--- config.mk ---
export PLATFORM = sky130hd
export DESIGN_NAME = hangul_two_set_composer
export DESIGN_NICKNAME = d
export VERILOG_FILES = /design/src/sv/hts_pkg.sv /design/src/sv/hts_ctrl.sv /design/src/sv/hts_dpath.sv /design/src/sv/hangul_two_set_composer.sv
export SDC_FILE = /design/constraint.sdc
export NUM_CORES = 1
export LEC_CHECK = 0
export BUFFER_PORTS_ARGS = -buffer_cell sky130_fd_sc_hd__clkbuf_2
export CELL_PAD_IN_SITES_DETAIL_PLACEMENT = 0
export CELL_PAD_IN_SITES_GLOBAL_PLACEMENT = 1
export CORE_ASPECT_RATIO = 1.2
export CORE_MARGIN = 1
export CORE_UTILIZATION = 34
export CTS_CLUSTER_SIZE = 10
export DETAILED_ROUTE_END_ITERATION = 7
export PLACE_DENSITY = 0.69
export RECOVER_POWER = 25
export SLEW_MARGIN = 10
export SYNTH_ARGS = -nofsm -noshare
export SYNTH_HDL_FRONTEND = slang
export SYNTH_SLANG_ARGS = --single-unit
--- constraint.sdc ---
create_clock -name clock -period 5.85 [get_ports clock]
set_input_delay 0.585 -clock clock [delete_from_list [all_inputs] [get_ports clock]]
set_output_delay 0.585 -clock clock [all_outputs]
set_load 0.005 [all_outputs]
--- src/sv/hts_pkg.sv ---
// ----------------------------------------------------------------------------
// hts_pkg
// Shared types, constants and lookup functions for the two-set composer.
// ----------------------------------------------------------------------------
package hts_pkg;

   localparam int HistDepthDefault = 8;

   localparam logic [4:0]  SlotEmpty   = 5'd31;
   localparam logic [15:0] SyllBase    = 16'hAC00;
   localparam logic [15:0] CompatVowel = 16'h314F;
   localparam logic [15:0] CompatInit0 = 16'h3131;
   localparam logic [7:0]  KeyFirst    = 8'h41;
   localparam logic [7:0]  KeyLast     = 8'h5A;
   localparam logic [4:0]  VowelCount  = 5'd21;
   localparam logic [4:0]  FinalCount  = 5'd28;
   localparam int          VPairs      = 7;
   localparam int          FPairs      = 11;

   localparam logic REQ_KEY  = 1'b0;
   localparam logic REQ_BACK = 1'b1;

   // command from controller to datapath
   typedef enum logic [2:0] {
      CMD_NONE,
      CMD_KEY,      // evaluate one key in the key stage
      CMD_BS_START, // clear slots for a replay
      CMD_BS_STEP,  // replay one history entry
      CMD_BS_END,   // set history count after replay
      CMD_BS_CLEAR, // history already empty: clear slots
      CMD_OUTPUT    // latch the response
   } cmd_type;

   typedef struct packed {
      cmd_type    cmd;
      logic       reject;  // output handled=0 response
   } ctl_type;

   typedef struct packed {
      logic       idle_comp;    // nothing composed
      logic       hist_empty;
      logic       replay_done;
   } sts_type;

   // key map: {kind[1:0], plain[4:0], shifted[4:0]}, kind 1 cons, 2 vowel
   function automatic logic [11:0] key_map(input logic [4:0] k);
      case (k)
         5'd0:  key_map = {2'd1, 5'd6,  5'd6 };
         5'd1:  key_map = {2'd2, 5'd17, 5'd17};
         5'd2:  key_map = {2'd1, 5'd14, 5'd14};
         5'd3:  key_map = {2'd1, 5'd11, 5'd11};
         5'd4:  key_map = {2'd1, 5'd3,  5'd4 };
         5'd5:  key_map = {2'd1, 5'd5,  5'd5 };
         5'd6:  key_map = {2'd1, 5'd18, 5'd18};
         5'd7:  key_map = {2'd2, 5'd8,  5'd8 };
         5'd8:  key_map = {2'd2, 5'd2,  5'd2 };
         5'd9:  key_map = {2'd2, 5'd4,  5'd4 };
         5'd10: key_map = {2'd2, 5'd0,  5'd0 };
         5'd11: key_map = {2'd2, 5'd20, 5'd20};
         5'd12: key_map = {2'd2, 5'd18, 5'd18};
         5'd13: key_map = {2'd2, 5'd13, 5'd13};
         5'd14: key_map = {2'd2, 5'd1,  5'd3 };
         5'd15: key_map = {2'd2, 5'd5,  5'd7 };
         5'd16: key_map = {2'd1, 5'd7,  5'd8 };
         5'd17: key_map = {2'd1, 5'd0,  5'd1 };
         5'd18: key_map = {2'd1, 5'd2,  5'd2 };
         5'd19: key_map = {2'd1, 5'd9,  5'd10};
         5'd20: key_map = {2'd2, 5'd6,  5'd6 };
         5'd21: key_map = {2'd1, 5'd17, 5'd17};
         5'd22: key_map = {2'd1, 5'd12, 5'd13};
         5'd23: key_map = {2'd1, 5'd16, 5'd16};
         5'd24: key_map = {2'd2, 5'd12, 5'd12};
         5'd25: key_map = {2'd1, 5'd15, 5'd15};
         default: key_map = 12'd0;
      endcase
   endfunction

   function automatic logic [4:0] pair_vowel(input logic [4:0] a, input logic [4:0] b);
      case ({a, b})
         {5'd8, 5'd0}:   pair_vowel = 5'd9;
         {5'd8, 5'd1}:   pair_vowel = 5'd10;
         {5'd8, 5'd20}:  pair_vowel = 5'd11;
         {5'd13, 5'd4}:  pair_vowel = 5'd14;
         {5'd13, 5'd5}:  pair_vowel = 5'd15;
         {5'd13, 5'd20}: pair_vowel = 5'd16;
         {5'd18, 5'd20}: pair_vowel = 5'd19;
         default:        pair_vowel = SlotEmpty;
      endcase
   endfunction

   function automatic logic [4:0] pair_final(input logic [4:0] a, input logic [4:0] b);
      case ({a, b})
         {5'd1, 5'd19}:  pair_final = 5'd3;
         {5'd4, 5'd22}:  pair_final = 5'd5;
         {5'd4, 5'd27}:  pair_final = 5'd6;
         {5'd8, 5'd1}:   pair_final = 5'd9;
         {5'd8, 5'd16}:  pair_final = 5'd10;
         {5'd8, 5'd17}:  pair_final = 5'd11;
         {5'd8, 5'd19}:  pair_final = 5'd12;
         {5'd8, 5'd25}:  pair_final = 5'd13;
         {5'd8, 5'd26}:  pair_final = 5'd14;
         {5'd8, 5'd27}:  pair_final = 5'd15;
         {5'd17, 5'd19}: pair_final = 5'd18;
         default:        pair_final = 5'd0;
      endcase
   endfunction

   // compound final -> {head, tail}; plain final -> {0, final}
   function automatic logic [9:0] split_final(input logic [4:0] f);
      case (f)
         5'd3:    split_final = {5'd1, 5'd19};
         5'd5:    split_final = {5'd4, 5'd22};
         5'd6:    split_final = {5'd4, 5'd27};
         5'd9:    split_final = {5'd8, 5'd1};
         5'd10:   split_final = {5'd8, 5'd16};
         5'd11:   split_final = {5'd8, 5'd17};
         5'd12:   split_final = {5'd8, 5'd19};
         5'd13:   split_final = {5'd8, 5'd25};
         5'd14:   split_final = {5'd8, 5'd26};
         5'd15:   split_final = {5'd8, 5'd27};
         5'd18:   split_final = {5'd17, 5'd19};
         default: split_final = {5'd0, f};
      endcase
   endfunction

   function automatic logic [4:0] fin_of_init(input logic [4:0] l);
      case (l)
         5'd0: fin_of_init = 5'd1;   5'd1: fin_of_init = 5'd2;
         5'd2: fin_of_init = 5'd4;   5'd3: fin_of_init = 5'd7;
         5'd5: fin_of_init = 5'd8;   5'd6: fin_of_init = 5'd16;
         5'd7: fin_of_init = 5'd17;  5'd9: fin_of_init = 5'd19;
         5'd10: fin_of_init = 5'd20; 5'd11: fin_of_init = 5'd21;
         5'd12: fin_of_init = 5'd22; 5'd14: fin_of_init = 5'd23;
         5'd15: fin_of_init = 5'd24; 5'd16: fin_of_init = 5'd25;
         5'd17: fin_of_init = 5'd26; 5'd18: fin_of_init = 5'd27;
         default: fin_of_init = 5'd0;
      endcase
   endfunction

   function automatic logic [4:0] init_of_fin(input logic [4:0] t);
      case (t)
         5'd1: init_of_fin = 5'd0;   5'd2: init_of_fin = 5'd1;
         5'd4: init_of_fin = 5'd2;   5'd7: init_of_fin = 5'd3;
         5'd8: init_of_fin = 5'd5;   5'd16: init_of_fin = 5'd6;
         5'd17: init_of_fin = 5'd7;  5'd19: init_of_fin = 5'd9;
         5'd20: init_of_fin = 5'd10; 5'd21: init_of_fin = 5'd11;
         5'd22: init_of_fin = 5'd12; 5'd23: init_of_fin = 5'd14;
         5'd24: init_of_fin = 5'd15; 5'd25: init_of_fin = 5'd16;
         5'd26: init_of_fin = 5'd17; 5'd27: init_of_fin = 5'd18;
         default: init_of_fin = SlotEmpty;
      endcase
   endfunction

   function automatic logic [15:0] compat_init(input logic [4:0] l);
      case (l)
         5'd0: compat_init = 16'h3131;  5'd1: compat_init = 16'h3132;
         5'd2: compat_init = 16'h3134;  5'd3: compat_init = 16'h3137;
         5'd4: compat_init = 16'h3138;  5'd5: compat_init = 16'h3139;
         5'd6: compat_init = 16'h3141;  5'd7: compat_init = 16'h3142;
         5'd8: compat_init = 16'h3143;  5'd9: compat_init = 16'h3145;
         5'd10: compat_init = 16'h3146; 5'd11: compat_init = 16'h3147;
         5'd12: compat_init = 16'h3148; 5'd13: compat_init = 16'h3149;
         5'd14: compat_init = 16'h314A; 5'd15: compat_init = 16'h314B;
         5'd16: compat_init = 16'h314C; 5'd17: compat_init = 16'h314D;
         5'd18: compat_init = 16'h314E;
         default: compat_init = CompatInit0;
      endcase
   endfunction

   function automatic logic [15:0] compat_vowel(input logic [4:0] v);
      compat_vowel = CompatVowel + ((v <= 5'd20) ? {11'd0, v} : 16'd0);
   endfunction

   // 0xAC00 + (l*21+v)*28 + t; small constant multiplies only
   function automatic logic [15:0] syllable(input logic [4:0] l, input logic [4:0] v,
                                            input logic [4:0] t);
      logic [9:0]  lv;
      logic [15:0] s;
      lv = 10'(l) * 10'(VowelCount) + 10'(v);
      s  = 16'(lv) * 16'(FinalCount);
      syllable = SyllBase + s + 16'(t);
   endfunction

endpackage

--- src/sv/hts_ctrl.sv ---
// ----------------------------------------------------------------------------
// hts_ctrl
// Request sequencer: key evaluation, backspace replay, response handoff.
// ----------------------------------------------------------------------------
module hts_ctrl
   import hts_pkg::*;
(
   input  logic    clock,
   input  logic    reset,
   input  logic    req_go,
   input  logic    req_type,
   input  logic    key_mapped,
   input  sts_type sts,
   input  logic    out_busy,
   output logic    req_take,
   output ctl_type ctl
);

   // commands are registered, so the datapath acts in the cycle after they are
   // issued; ST_BS_WAIT covers that lag and the registered history read
   typedef enum logic [1:0] {
      ST_IDLE, ST_BS_WAIT, ST_BS_RUN, ST_OUT
   } state_type;

   state_type state_ff, state_in;
   ctl_type   ctl_ff, ctl_in;

   assign req_take = (state_ff == ST_IDLE) && req_go;
   assign ctl      = ctl_ff;

   always_comb begin
      state_in   = state_ff;
      ctl_in     = '{cmd: CMD_NONE, reject: 1'b0};
      case (state_ff)
         ST_IDLE: begin
            if (req_go) begin
               if (req_type == REQ_KEY) begin
                  if (key_mapped) begin
                     ctl_in.cmd = CMD_KEY; state_in = ST_OUT;
                  end else begin
                     ctl_in.reject = 1'b1; state_in = ST_OUT;
                  end
               end else if (sts.idle_comp) begin
                  ctl_in.reject = 1'b1; state_in = ST_OUT;
               end else if (sts.hist_empty) begin
                  ctl_in.cmd = CMD_BS_CLEAR; state_in = ST_OUT;
               end else begin
                  ctl_in.cmd = CMD_BS_START; state_in = ST_BS_WAIT;
               end
            end
         end
         ST_BS_WAIT: begin
            state_in = ST_BS_RUN;
         end
         ST_BS_RUN: begin
            if (sts.replay_done) begin
               ctl_in.cmd = CMD_BS_END; state_in = ST_OUT;
            end else begin
               ctl_in.cmd = CMD_BS_STEP; state_in = ST_BS_WAIT;
            end
         end
         ST_OUT: begin
            if (!out_busy) begin
               ctl_in.cmd    = CMD_OUTPUT;
               ctl_in.reject = ctl_ff.reject;
               state_in      = ST_IDLE;
            end else begin
               ctl_in.reject = ctl_ff.reject;
            end
         end
         default: state_in = ST_IDLE;
      endcase
   end

   always_ff @(posedge clock) begin
      if (reset) begin
         state_ff <= ST_IDLE;
         ctl_ff   <= '{cmd: CMD_NONE, reject: 1'b0};
      end else begin
         state_ff <= state_in;
         ctl_ff   <= ctl_in;
      end
   end

endmodule

--- src/sv/hts_dpath.sv ---
// ----------------------------------------------------------------------------
// hts_dpath
// Syllable slots, key history and response register.
// ----------------------------------------------------------------------------
module hts_dpath
   import hts_pkg::*;
#(
   parameter int HISTORY_DEPTH = HistDepthDefault
) (
   input  logic        clock,
   input  logic        reset,
   input  logic        req_take,
   input  logic [7:0]  key_code,
   input  logic        shift_held,
   input  ctl_type     ctl,
   input  logic        rsp_stall,
   output logic        key_mapped,
   output sts_type     sts,
   output logic        out_busy,
   output logic        rsp_valid,
   output logic        rsp_handled,
   output logic        rsp_commit_valid,
   output logic [15:0] rsp_commit_code,
   output logic        rsp_preedit_valid,
   output logic [15:0] rsp_preedit_code
);

   localparam int CW = $clog2(HISTORY_DEPTH + 1);
   localparam int IW = $clog2(HISTORY_DEPTH);

   logic [4:0]    init_ff, vow_ff, fin_ff;
   logic [CW-1:0] cnt_ff, cnt_in, ptr_ff, tgt_ff;
   logic [5:0]    hist_ff [HISTORY_DEPTH];
   logic [5:0]    rd_ff;
   logic          shift_ff;
   logic [7:0]    key_ff;
   logic          cv_ff;
   logic [15:0]   cc_ff;
   logic          valid_ff;
   logic          hnd_ff, ocv_ff, opv_ff;
   logic [15:0]   occ_ff, opc_ff;

   logic [11:0] km;
   logic [4:0]  jamo;
   logic        is_vow;
   logic [4:0]  ni, nv, nf;
   logic        ncv, push;
   logic [15:0] ncc;
   logic        rebuild;
   logic [5:0]  pe;
   logic [4:0]  nfi, cf, cv5;
   logic [9:0]  sp;
   logic [4:0]  ri, rv, rf, ri2;
   logic [5:0]  rh0, rh1;
   logic        rh1_en;
   logic [15:0] pc;
   logic        pvalid;

   assign key_mapped = (key_code >= KeyFirst) && (key_code <= KeyLast);
   assign km         = key_map(5'(key_ff - KeyFirst));
   assign jamo       = shift_ff ? km[4:0] : km[9:5];
   assign is_vow     = (km[11:10] == 2'd2);

   assign sts.idle_comp   = (init_ff == SlotEmpty) && (vow_ff == SlotEmpty) && (fin_ff == 5'd0);
   assign sts.hist_empty  = (cnt_ff == '0);
   assign sts.replay_done = (ptr_ff == tgt_ff);
   assign out_busy        = valid_ff && rsp_stall;

   // key evaluation
   always_comb begin
      ni = init_ff; nv = vow_ff; nf = fin_ff;
      ncv = 1'b0; ncc = 16'd0; push = 1'b0; rebuild = 1'b0; pe = 6'd0;
      nfi = fin_of_init(jamo);
      cf  = pair_final(fin_ff, nfi);
      cv5 = pair_vowel(vow_ff, jamo);
      sp  = split_final(fin_ff);
      if (!is_vow) begin
         if (init_ff == SlotEmpty && vow_ff == SlotEmpty) begin
            ni = jamo; nv = SlotEmpty; nf = 5'd0; rebuild = 1'b1;
         end else if (vow_ff == SlotEmpty) begin
            ncv = 1'b1; ncc = compat_init(init_ff);
            ni = jamo; nv = SlotEmpty; nf = 5'd0; rebuild = 1'b1;
         end else if (init_ff == SlotEmpty) begin
            ncv = 1'b1; ncc = compat_vowel(vow_ff);
            ni = jamo; nv = SlotEmpty; nf = 5'd0; rebuild = 1'b1;
         end else if (fin_ff == 5'd0 && nfi != 5'd0) begin
            nf = nfi; push = 1'b1; pe = {1'b0, jamo};
         end else if (fin_ff != 5'd0 && nfi != 5'd0 && cf != 5'd0) begin
            nf = cf; push = 1'b1; pe = {1'b0, jamo};
         end else begin
            ncv = 1'b1; ncc = syllable(init_ff, vow_ff, fin_ff);
            ni = jamo; nv = SlotEmpty; nf = 5'd0; rebuild = 1'b1;
         end
      end else begin
         if (init_ff == SlotEmpty && vow_ff == SlotEmpty) begin
            nv = jamo; nf = 5'd0; rebuild = 1'b1;
         end else if (vow_ff == SlotEmpty) begin
            nv = jamo; push = 1'b1; pe = {1'b1, jamo};
         end else if (fin_ff == 5'd0) begin
            if (cv5 != SlotEmpty) begin
               nv = cv5; push = 1'b1; pe = {1'b1, jamo};
            end else begin
               ncv = 1'b1;
               ncc = (init_ff == SlotEmpty) ? compat_vowel(vow_ff)
                                            : syllable(init_ff, vow_ff, 5'd0);
               ni = SlotEmpty; nv = jamo; nf = 5'd0; rebuild = 1'b1;
            end
         end else begin
            ncv = 1'b1; ncc = syllable(init_ff, vow_ff, sp[9:5]);
            ni = init_of_fin(sp[4:0]); nv = jamo; nf = 5'd0; rebuild = 1'b1;
         end
      end
      // rebuilt history: initial then vowel
      rh0    = (ni != SlotEmpty) ? {1'b0, ni} : {1'b1, nv};
      rh1    = {1'b1, nv};
      rh1_en = (ni != SlotEmpty) && (nv != SlotEmpty);
   end

   // replay of one history entry
   always_comb begin
      ri = init_ff; rv = vow_ff; rf = fin_ff;
      ri2 = fin_of_init(rd_ff[4:0]);
      if (!rd_ff[5]) begin
         if (init_ff == SlotEmpty) ri = rd_ff[4:0];
         else if (vow_ff != SlotEmpty && ri2 != 5'd0) begin
            if (fin_ff == 5'd0) rf = ri2;
            else if (pair_final(fin_ff, ri2) != 5'd0) rf = pair_final(fin_ff, ri2);
         end
      end else begin
         if (vow_ff == SlotEmpty) rv = rd_ff[4:0];
         else if (pair_vowel(vow_ff, rd_ff[4:0]) != SlotEmpty)
            rv = pair_vowel(vow_ff, rd_ff[4:0]);
      end
   end

   always_comb begin
      pvalid = 1'b1;
      if (init_ff != SlotEmpty && vow_ff != SlotEmpty) pc = syllable(init_ff, vow_ff, fin_ff);
      else if (init_ff != SlotEmpty) pc = compat_init(init_ff);
      else if (vow_ff != SlotEmpty) pc = compat_vowel(vow_ff);
      else begin
         pc = 16'd0; pvalid = 1'b0;
      end
   end

   always_comb begin
      cnt_in = cnt_ff;
      if (rebuild) cnt_in = rh1_en ? CW'(2) : CW'(1);
      else if (push && cnt_ff < CW'(HISTORY_DEPTH)) cnt_in = cnt_ff + CW'(1);
   end

   // history memory
   always_ff @(posedge clock) begin
      if (ctl.cmd == CMD_KEY) begin
         if (rebuild) begin
            hist_ff[0] <= rh0;
            if (rh1_en) hist_ff[1] <= rh1;
         end else if (push && cnt_ff < CW'(HISTORY_DEPTH)) begin
            hist_ff[cnt_ff[IW-1:0]] <= pe;
         end
      end
      rd_ff <= hist_ff[ptr_ff[IW-1:0]];
   end

   always_ff @(posedge clock) begin
      if (req_take) begin
         key_ff <= key_code; shift_ff <= shift_held;
      end
   end

   always_ff @(posedge clock) begin
      if (reset) begin
         init_ff  <= SlotEmpty; vow_ff <= SlotEmpty; fin_ff <= 5'd0;
         cnt_ff   <= '0; ptr_ff <= '0; tgt_ff <= '0;
         valid_ff <= 1'b0; cv_ff <= 1'b0; cc_ff <= 16'd0;
      end else begin
         if (ctl.cmd == CMD_OUTPUT) valid_ff <= 1'b1;
         else if (valid_ff && !rsp_stall) valid_ff <= 1'b0;
         case (ctl.cmd)
            CMD_KEY: begin
               init_ff <= ni; vow_ff <= nv; fin_ff <= nf;
               cnt_ff  <= cnt_in; cv_ff <= ncv; cc_ff <= ncc;
            end
            CMD_BS_CLEAR: begin
               init_ff <= SlotEmpty; vow_ff <= SlotEmpty; fin_ff <= 5'd0;
               cv_ff <= 1'b0; cc_ff <= 16'd0;
            end
            CMD_BS_START: begin
               init_ff <= SlotEmpty; vow_ff <= SlotEmpty; fin_ff <= 5'd0;
               cv_ff <= 1'b0; cc_ff <= 16'd0;
               tgt_ff <= cnt_ff - CW'(1);
               // pointer marks entries applied
               ptr_ff <= '0;
            end
            CMD_BS_STEP: begin
               init_ff <= ri; vow_ff <= rv; fin_ff <= rf;
               ptr_ff  <= ptr_ff + CW'(1);
            end
            CMD_BS_END: cnt_ff <= tgt_ff;
            default: ;
         endcase
      end
   end

   // response register
   always_ff @(posedge clock) begin
      if (ctl.cmd == CMD_OUTPUT) begin
         hnd_ff <= !ctl.reject;
         ocv_ff <= !ctl.reject && cv_ff;
         occ_ff <= (!ctl.reject && cv_ff) ? cc_ff : 16'd0;
         opv_ff <= !ctl.reject && pvalid;
         opc_ff <= (!ctl.reject && pvalid) ? pc : 16'd0;
      end
   end

   assign rsp_valid         = valid_ff;
   assign rsp_handled       = hnd_ff;
   assign rsp_commit_valid  = ocv_ff;
   assign rsp_commit_code   = occ_ff;
   assign rsp_preedit_valid = opv_ff;
   assign rsp_preedit_code  = opc_ff;

endmodule

--- src/sv/hangul_two_set_composer.sv ---
// ----------------------------------------------------------------------------
// hangul_two_set_composer
// Two-set Korean keyboard composer: keys and backspace in, commit/preedit out.
// ----------------------------------------------------------------------------
// One request at a time. A key press, a rejected request or a backspace with
// an empty history raises rsp_valid once it is evaluated and its response
// latched. A backspace replays the remaining history, at most
// HISTORY_DEPTH - 1 entries, through the single registered history read port,
// each entry issued and then read. Requests that are rejected (unmapped key,
// backspace with nothing composed) still give one response with handled low.
// req_stall is high from acceptance until the response is latched; the next
// request may then be taken while that response still waits on rsp_stall.
module hangul_two_set_composer
   import hts_pkg::*;
#(
   parameter int HISTORY_DEPTH = HistDepthDefault
) (
   input  logic        clock,
   input  logic        reset,
   input  logic        req_valid,
   output logic        req_stall,
   input  logic        req_req_type,
   input  logic [7:0]  req_key_code,
   input  logic        req_shift_held,
   output logic        rsp_valid,
   input  logic        rsp_stall,
   output logic        rsp_handled,
   output logic        rsp_commit_valid,
   output logic [15:0] rsp_commit_code,
   output logic        rsp_preedit_valid,
   output logic [15:0] rsp_preedit_code
);

   logic    req_take, key_mapped, out_busy, ready;
   ctl_type ctl;
   sts_type sts;
   logic    busy_ff;

   // stall while a request is in flight
   always_ff @(posedge clock) begin
      if (reset) busy_ff <= 1'b0;
      else if (req_take) busy_ff <= 1'b1;
      else if (ctl.cmd == CMD_OUTPUT) busy_ff <= 1'b0;
   end
   assign ready     = !busy_ff;
   assign req_stall = !ready;

   hts_ctrl u_ctrl (
      .clock      (clock),
      .reset      (reset),
      .req_go     (req_valid && ready),
      .req_type   (req_req_type),
      .key_mapped (key_mapped),
      .sts        (sts),
      .out_busy   (out_busy),
      .req_take   (req_take),
      .ctl        (ctl)
   );

   hts_dpath #(.HISTORY_DEPTH(HISTORY_DEPTH)) u_dpath (
      .clock             (clock),
      .reset             (reset),
      .req_take          (req_take),
      .key_code          (req_key_code),
      .shift_held        (req_shift_held),
      .ctl               (ctl),
      .rsp_stall         (rsp_stall),
      .key_mapped        (key_mapped),
      .sts               (sts),
      .out_busy          (out_busy),
      .rsp_valid         (rsp_valid),
      .rsp_handled       (rsp_handled),
      .rsp_commit_valid  (rsp_commit_valid),
      .rsp_commit_code   (rsp_commit_code),
      .rsp_preedit_valid (rsp_preedit_valid),
      .rsp_preedit_code  (rsp_preedit_code)
   );

   // a stalled response stays valid with its commit and preedit codes unchanged
   a_rsp_hold: assert property (@(posedge clock) disable iff (reset)
      rsp_valid && rsp_stall |=> rsp_valid && $stable(rsp_commit_code)
                                 && $stable(rsp_preedit_code))
      else $error("stalled response changed");

   // a commit always comes with handled
   a_commit_handled: assert property (@(posedge clock) disable iff (reset)
      rsp_valid && rsp_commit_valid |-> rsp_handled)
      else $error("commit without handled");

   // a taken request stalls the input next cycle
   a_take_stall: assert property (@(posedge clock) disable iff (reset)
      req_valid && !req_stall |=> req_stall)
      else $error("input not stalled after request");

endmodule

==> metrics, run 1 <==
fill count 3649; most frequent cells in the layout nor2_1, buf_4, nand2_1; CTS Buf Count 17; outcome finished, violations left; Avg Vias per Cell 5.69; ANT nets after route 0; die footprint 0.0376 mm²; WL/cell 19.9 µm; gr ovfl total 0; Final setup viols 0; Peak Freq 177 MHz; Core Area 0.0360 mm²; Final HPWL DP 31000 µm; r2r setup slk 0.20 ns; 1st-iter DRT viols 1042; failing checks max-capacitance violations, max-slew violations; worst path buffer plus inverter count 1; relative slew slack -0.298; Top FF cell, synth edfxtp_1; Final Max Slew Viols 36; die width 177 µm; final worst path period share 0.966; slowest stage delay, CP 0.55 ns; slowest cell on the critical path or4_4; vias in the first global route 11300; latest clock arrival within the worst-skew pair 0.44 ns; Top Ports 51; share of cells above drive strength 1 0.185; Hold Buf Count CTS 0; hold path startpoint req_shift_held; CP top delay family compound AO/OA/AOI/OAI gates; Root Buffer Master clkbuf_16; Area contributors post-synth edfxtp_1, dfxtp_1, ha_1; total track usage 0.219; Syn Inst Count 1448; Nets 1666; syn_nets 1550; most common cell after layout, fill and taps aside nor2_1; FF-to-FF path depth 19; setup TNS 0 ns; Hold Vio Cnt, Final 0; Final Wtd Congestion 0.950; dpl ws 0.0729 ns; CP Data Required Time 6.18 ns; Unique masters post-synth 104; post-synthesis sequential area ratio 0.316; worst-path maximum fanout 15; Synth Register Bits 153; largest net degree at the start of global routing 52; Worst setup EP type register; Max Root-Sink Buffers 2; worst setup path start u_dpath.key_ff[1]; diode count 0; num rows 76; Max Cap Viol 1; CTS H-tree lvls 4; worst-margin pin slew 1.95 ns; Synth top area share 0.214; number of synthesized flops with an enable pin 89; initial antenna violation count 0; initial core utilization 0.347; leading area contributor after synthesis edfxtp_1; IO Port Bufs 50; Post-Route WL 40700 µm; Setup CP Type reg2reg; total clock sinks 153; YS warnings 0; CP Cell Sequence buf_12 > o31a_1 > or2_1 > a211o_1 > a221oi_4 > nor2_4 > ha_4 > mux2_4 > a2111oi_4 > o32ai_2 > or2_4 > or3_4 > nand4_1 > nor2_2 > o311a_1 > o22a_1 > ha_2 > or4_4 > o21a_1; setup ws final 0.199 ns; min-delay worst type in2reg; via count 11600; Mapped Area 0.0125 mm²; Worst-path clk slew 0.07 ns; min cycle time layout 5.65 ns; async set-reset flop share out of synthesis 0; CTS tree done; R2R Path Start u_dpath.key_ff[1]; Stages on worst setup path 19; first-pass GRT wire length 63700 µm; Worst setup SP type register; Remaining DRCs 0; mean area per synthesized cell 8.64 µm²; First-pass DRT Iterations 5; Die Y 212 µm; WP data arrival 5.98 ns; area grow syn2layout 18.2%; Max Clock Skew 0.0117 ns
## synthesized netlist by cell type (8+ instances only)
cell / count
o21bai_1: 10
nand4_1: 14
a21o_1: 19
nor2_1: 135
o21ai_0: 73
o31ai_1: 15
a211oi_1: 25
a22o_1: 11
nor3_1: 45
nand3b_1: 10
ha_1: 77
a31oi_1: 14
o21a_1: 12
mux2_2: 9
buf_2: 8
fa_1: 11
and2_1: 24
nor3b_1: 9
a22oi_1: 17
or3_1: 18
a21oi_1: 103
and3_1: 15
nand2_1: 113
xnor2_1: 39
nand2b_1: 20
inv_1: 80
nor4_1: 15
o22ai_1: 33
edfxtp_1: 89
nor2b_1: 18
clkbuf_1: 56
dfxtp_1: 64
xor2_1: 18
mux4_2: 13
mux2i_1: 21
nand3_1: 30
o211ai_1: 14
## worst register-to-register path, stage by stage, from the launching register on
cell and delay (ns):
edfxtp_1 0.51, buf_12 0.20, o31a_1 0.33, or2_1 0.26
a211o_1 0.27, a221oi_4 0.33, nor2_4 0.08, ha_4 0.22
mux2_4 0.27, a2111oi_4 0.41, o32ai_2 0.17, or2_4 0.28
or3_4 0.40, nand4_1 0.21, nor2_2 0.08, o311a_1 0.40
o22a_1 0.25, ha_2 0.21, or4_4 0.55, o21a_1 0.12
## worst min path at each step
| stage | to | slack [ns] | depth (start not counted) |
|---|---|---|---|
| 2_1_floorplan | u_dpath.cv_ff | 0.43 | 2 |
| 3_3_place_gp | u_dpath.cv_ff | 0.44 | 2 |
| 3_5_place_dp | u_dpath.cv_ff | 0.44 | 2 |
| 4_1_cts | u_dpath.shift_ff | 0.31 | 1 |
| 5_1_grt | u_dpath.shift_ff | 0.31 | 1 |
| 6_report | u_dpath.shift_ff | 0.32 | 1 |
## cells by family after synthesis
| group | synth area share |
|---|---|
| buffers and inverters | 0.0536 |
| xor gates and xnor gates | 0.0412 |
| muxes | 0.0524 |
| AOI/OAI and AO/OA | 0.236 |
| and+or+nand+nor | 0.207 |
| DFF | 0.316 |
| adders and majority gates | 0.0946 |
## state kept, by name, summed over array words and instances, names as in the netlist, 2 cells and up, named ones only
register                  cells
u_dpath.tgt_ff                4
u_dpath.key_ff                5
u_dpath.ptr_ff                4
u_dpath.cc_ff                16
u_dpath.rd_ff                 6
u_dpath.vow_ff                5
u_dpath.fin_ff                5
u_ctrl.state_ff               2
u_dpath.hist_ff              48
u_dpath.rsp_commit_code      16
u_ctrl.ctl                    4
u_dpath.init_ff               5
u_dpath.rsp_preedit_code     16
u_dpath.cnt_ff                4
## routing by layer
layer / track usage / vias up / routed length (µm)
met4: 0.0731 / 0 / 999
met5: 0 / - / 0
li1: - / 5605 / -
met2: 0.369 / 334 / 19700
met1: 0.289 / 5632 / 18300
met3: 0.0245 / 63 / 1630
## area by class of cell
class | count | area, µm² | area share
Clock buffer | 18 | 429 | 0.0290
Clock inverter | 14 | 131 | 0.00888
Inverter | 84 | 320 | 0.0216
Multi-Input combinational cell | 1133 | 8170 | 0.552
Sequential cell | 153 | 3960 | 0.267
Tap cell | 468 | 586 | 0.0396
Timing Repair Buffer | 175 | 1200 | 0.0811
## repair_timing
item,CTS,global route
resized for setup,0,52
buffers inserted,0,19
endpoints found under the setup margin,0,61
## stage by stage
stage          utilization  instances  area (µm²)  hold WS (ns)
2_1_floorplan            -       1448       12600         0.427
3_3_place_gp         0.386       1993       13900         0.436
3_5_place_dp         0.386       1993       13900         0.442
4_1_cts              0.401       2025       14500         0.308
5_1_grt              0.411       2045       14800         0.309
6_report             0.411       2045       14800         0.321
Power of run 1 is not shown: default switching activity piles up to over one toggle a cycle in this logic, so the estimate is an artifact.
==> run 2, diff against run 1 <==
Settings changed: PLACE_DENSITY 0.69 to 0.66.
Clock period 5.85 ns to 5.25 ns, I/O delays scaled along.
==> metrics, run 2 (same netlist as run 1, synthesis figures left out) <==
r2r setup slk -0.40 ns (was 0.20 ns); 1st-iter DRT viols 819 (was 1042); Reg with most FFs u_dpath.hist_ff (unchanged); crit path capture u_dpath.hist_ff[1][3]; initial antenna violation count 0 (unchanged); CP Data Required Time 5.37 ns (was 6.18 ns); Max Cap Viol 0 (was 1); most common cell after layout, fill and taps aside buf_4 (was nor2_1); ANT nets after route 0 (unchanged); Die Y 212 µm (unchanged); first-pass GRT wire length 66000 µm (was 63700 µm); initial core utilization 0.347 (unchanged); IO Port Bufs 50 (unchanged); outcome finished, violations left (unchanged); worst-margin pin slew 1.15 ns (was 1.95 ns); CTS H-tree lvls 4 (unchanged); Worst setup SP type register (unchanged); First-pass DRT Iterations 7 (was 5); die width 177 µm (unchanged); WP data arrival 5.77 ns (was 5.98 ns); Final Max Slew Viols 0 (was 36); setup ws final -0.397 ns (was 0.199 ns); final worst path period share 1.08 (was 0.966); worst setup path start u_dpath.key_ff[0] (was u_dpath.key_ff[1]); die footprint 0.0376 mm² (unchanged); Root Buffer Master clkbuf_16 (unchanged); relative slew slack 0.230 (was -0.298); max reg flops 48 (unchanged); Avg Vias per Cell 5.55 (was 5.69); share of cells above drive strength 1 0.333 (was 0.185); final core utilization 0.474 (was 0.411); latest clock arrival within the worst-skew pair 0.45 ns (was 0.44 ns); post-route insts no fill 2229 (was 2045); area grow syn2layout 36.6% (was 18.2%); CTS tree done (unchanged); via count 12400 (was 11600); CP Cell Sequence inv_4 > ha_4 > nor2_4 > o31a_1 > or3_4 > a221oi_4 > nor2_4 > ha_4 > buf_6 > and3_4 > a2111oi_4 > o32ai_4 > or2_4 > or3_4 > nand4_1 > buf_4 > buf_4 > buf_6 > nor3_2 > or3_4 > nand4_1 > o211ai_1 > buf_4 > o21ai_4 (was buf_12 > o31a_1 > or2_1 > a211o_1 > a221oi_4 > nor2_4 > ha_4 > mux2_4 > a2111oi_4 > o32ai_2 > or2_4 > or3_4 > nand4_1 > nor2_2 > o311a_1 > o22a_1 > ha_2 > or4_4 > o21a_1); min-delay worst type in2reg (unchanged); RSZ-0062 raised after global routing true; Stages on worst setup path 24 (was 19); gr ovfl total 0 (unchanged); Setup CP Type reg2reg (unchanged); vias in the first global route 11900 (was 11300); Hold Buf Count CTS 0 (unchanged); num rows 76 (unchanged); Worst setup EP type register (unchanged); slowest cell on the critical path edfxtp_1 (was or4_4); Final Wtd Congestion 0.900 (was 0.950); Worst-path clk slew 0.06 ns (was 0.07 ns); Final setup viols 80 (was 0); placed cell count 2145 (was 1993); Nets 1850 (was 1666); total clock sinks 153 (unchanged); Top Ports 51 (unchanged); total track usage 0.226 (was 0.219); failing checks negative setup slack (was max-capacitance violations, max-slew violations); diode count 0 (unchanged); Final HPWL DP 32800 µm (was 31000 µm); worst path buffer plus inverter count 6 (was 1); FF-to-FF End u_dpath.hist_ff[1][3]; R2R Path Start u_dpath.key_ff[0] (was u_dpath.key_ff[1]); largest net degree at the start of global routing 37 (was 52); most frequent cells in the layout buf_4, nor2_1, nand2_1 (was nor2_1, buf_4, nand2_1); CP top delay family simple AND/OR/NAND/NOR gates (was compound AO/OA/AOI/OAI gates); FF-to-FF path depth 24 (was 19); Remaining DRCs 0 (unchanged); WL/cell 19.0 µm (was 19.9 µm); min cycle time layout 5.65 ns (about the same); worst-path maximum fanout 8 (was 15); slowest stage delay, CP 0.50 ns (was 0.55 ns); Post-Route WL 42500 µm (was 40700 µm); Core Area 0.0360 mm² (unchanged); Max Clock Skew 0.0167 ns (was 0.0117 ns); Peak Freq 177 MHz (about the same); Hold Vio Cnt, Final 0 (unchanged); Max Root-Sink Buffers 2 (unchanged); CTS Buf Count 17 (unchanged)
==> run 2: cell count changes in the layout (fill, tap and decap cells not counted), sizes merged <==
cell / before / now
bufinv: 0 / 1
buf: 123 / 308
clkbuf: 70 / 68
inv: 90 / 92
clkinvlp: 3 / 2
clkinv: 5 / 4
==> run 2: timing repair <==
action | CTS | global route
gates cloned | 0 | 1
gates resized for setup | 83 | 86
pin swaps | 46 | 70
setup endpoints to repair | 113 | 132
setup buffers | 31 | 24
==> run 2: worst min path at each step <==
stage,from,endpoint,slack [ns],cells after the start
finish,req_shift_held,u_dpath.shift_ff,0.26,1
global route,req_shift_held,u_dpath.shift_ff,0.26,1
CTS,req_shift_held,u_dpath.shift_ff,0.24,1
detailed placement,u_dpath.cv_ff,u_dpath.cv_ff,0.44,2
global placement,u_dpath.cv_ff,u_dpath.cv_ff,0.44,2
floorplan,u_dpath.cv_ff,u_dpath.cv_ff,0.43,2
==> run 2: layer usage <==
metal	GRT usage	up-vias	wire (µm)	part of all wire
met5	0	-	0	0
met4	0.0663	0	886	0.021
met3	0.0254	66	1550	0.036
met2	0.395	330	21100	0.50
met1	0.290	5982	18900	0.45
li1	-	5992	-	-
==> run 2: through the flow <==
stage	area (µm²)	worst slack [ns]	TNS, ns	hold WS [ns]
6_report	17100	-0.397	-16.00	0.262
5_1_grt	17100	-0.599	-36.92	0.257
4_1_cts	16500	-0.285	-8.06	0.243
3_5_place_dp	15300	-0.450	-20.89	0.440
3_3_place_gp	15300	-0.442	-19.56	0.436
2_1_floorplan	12800	-0.691	-18.12	0.427
==> run 2: cell type report <==
| type | count | area [µm²] |
|---|---|---|
| inverter | 84 | 324 |
| sequential | 153 | 3970 |
| clock buffer | 17 | 425 |
| fill | 3475 | 19000 |
| clock inverter | 15 | 154 |
| timing repair buffer | 359 | 2770 |
| multi-input combinational | 1133 | 8860 |
| tap | 468 | 586 |
Power of run 2 is left out for the same reason.
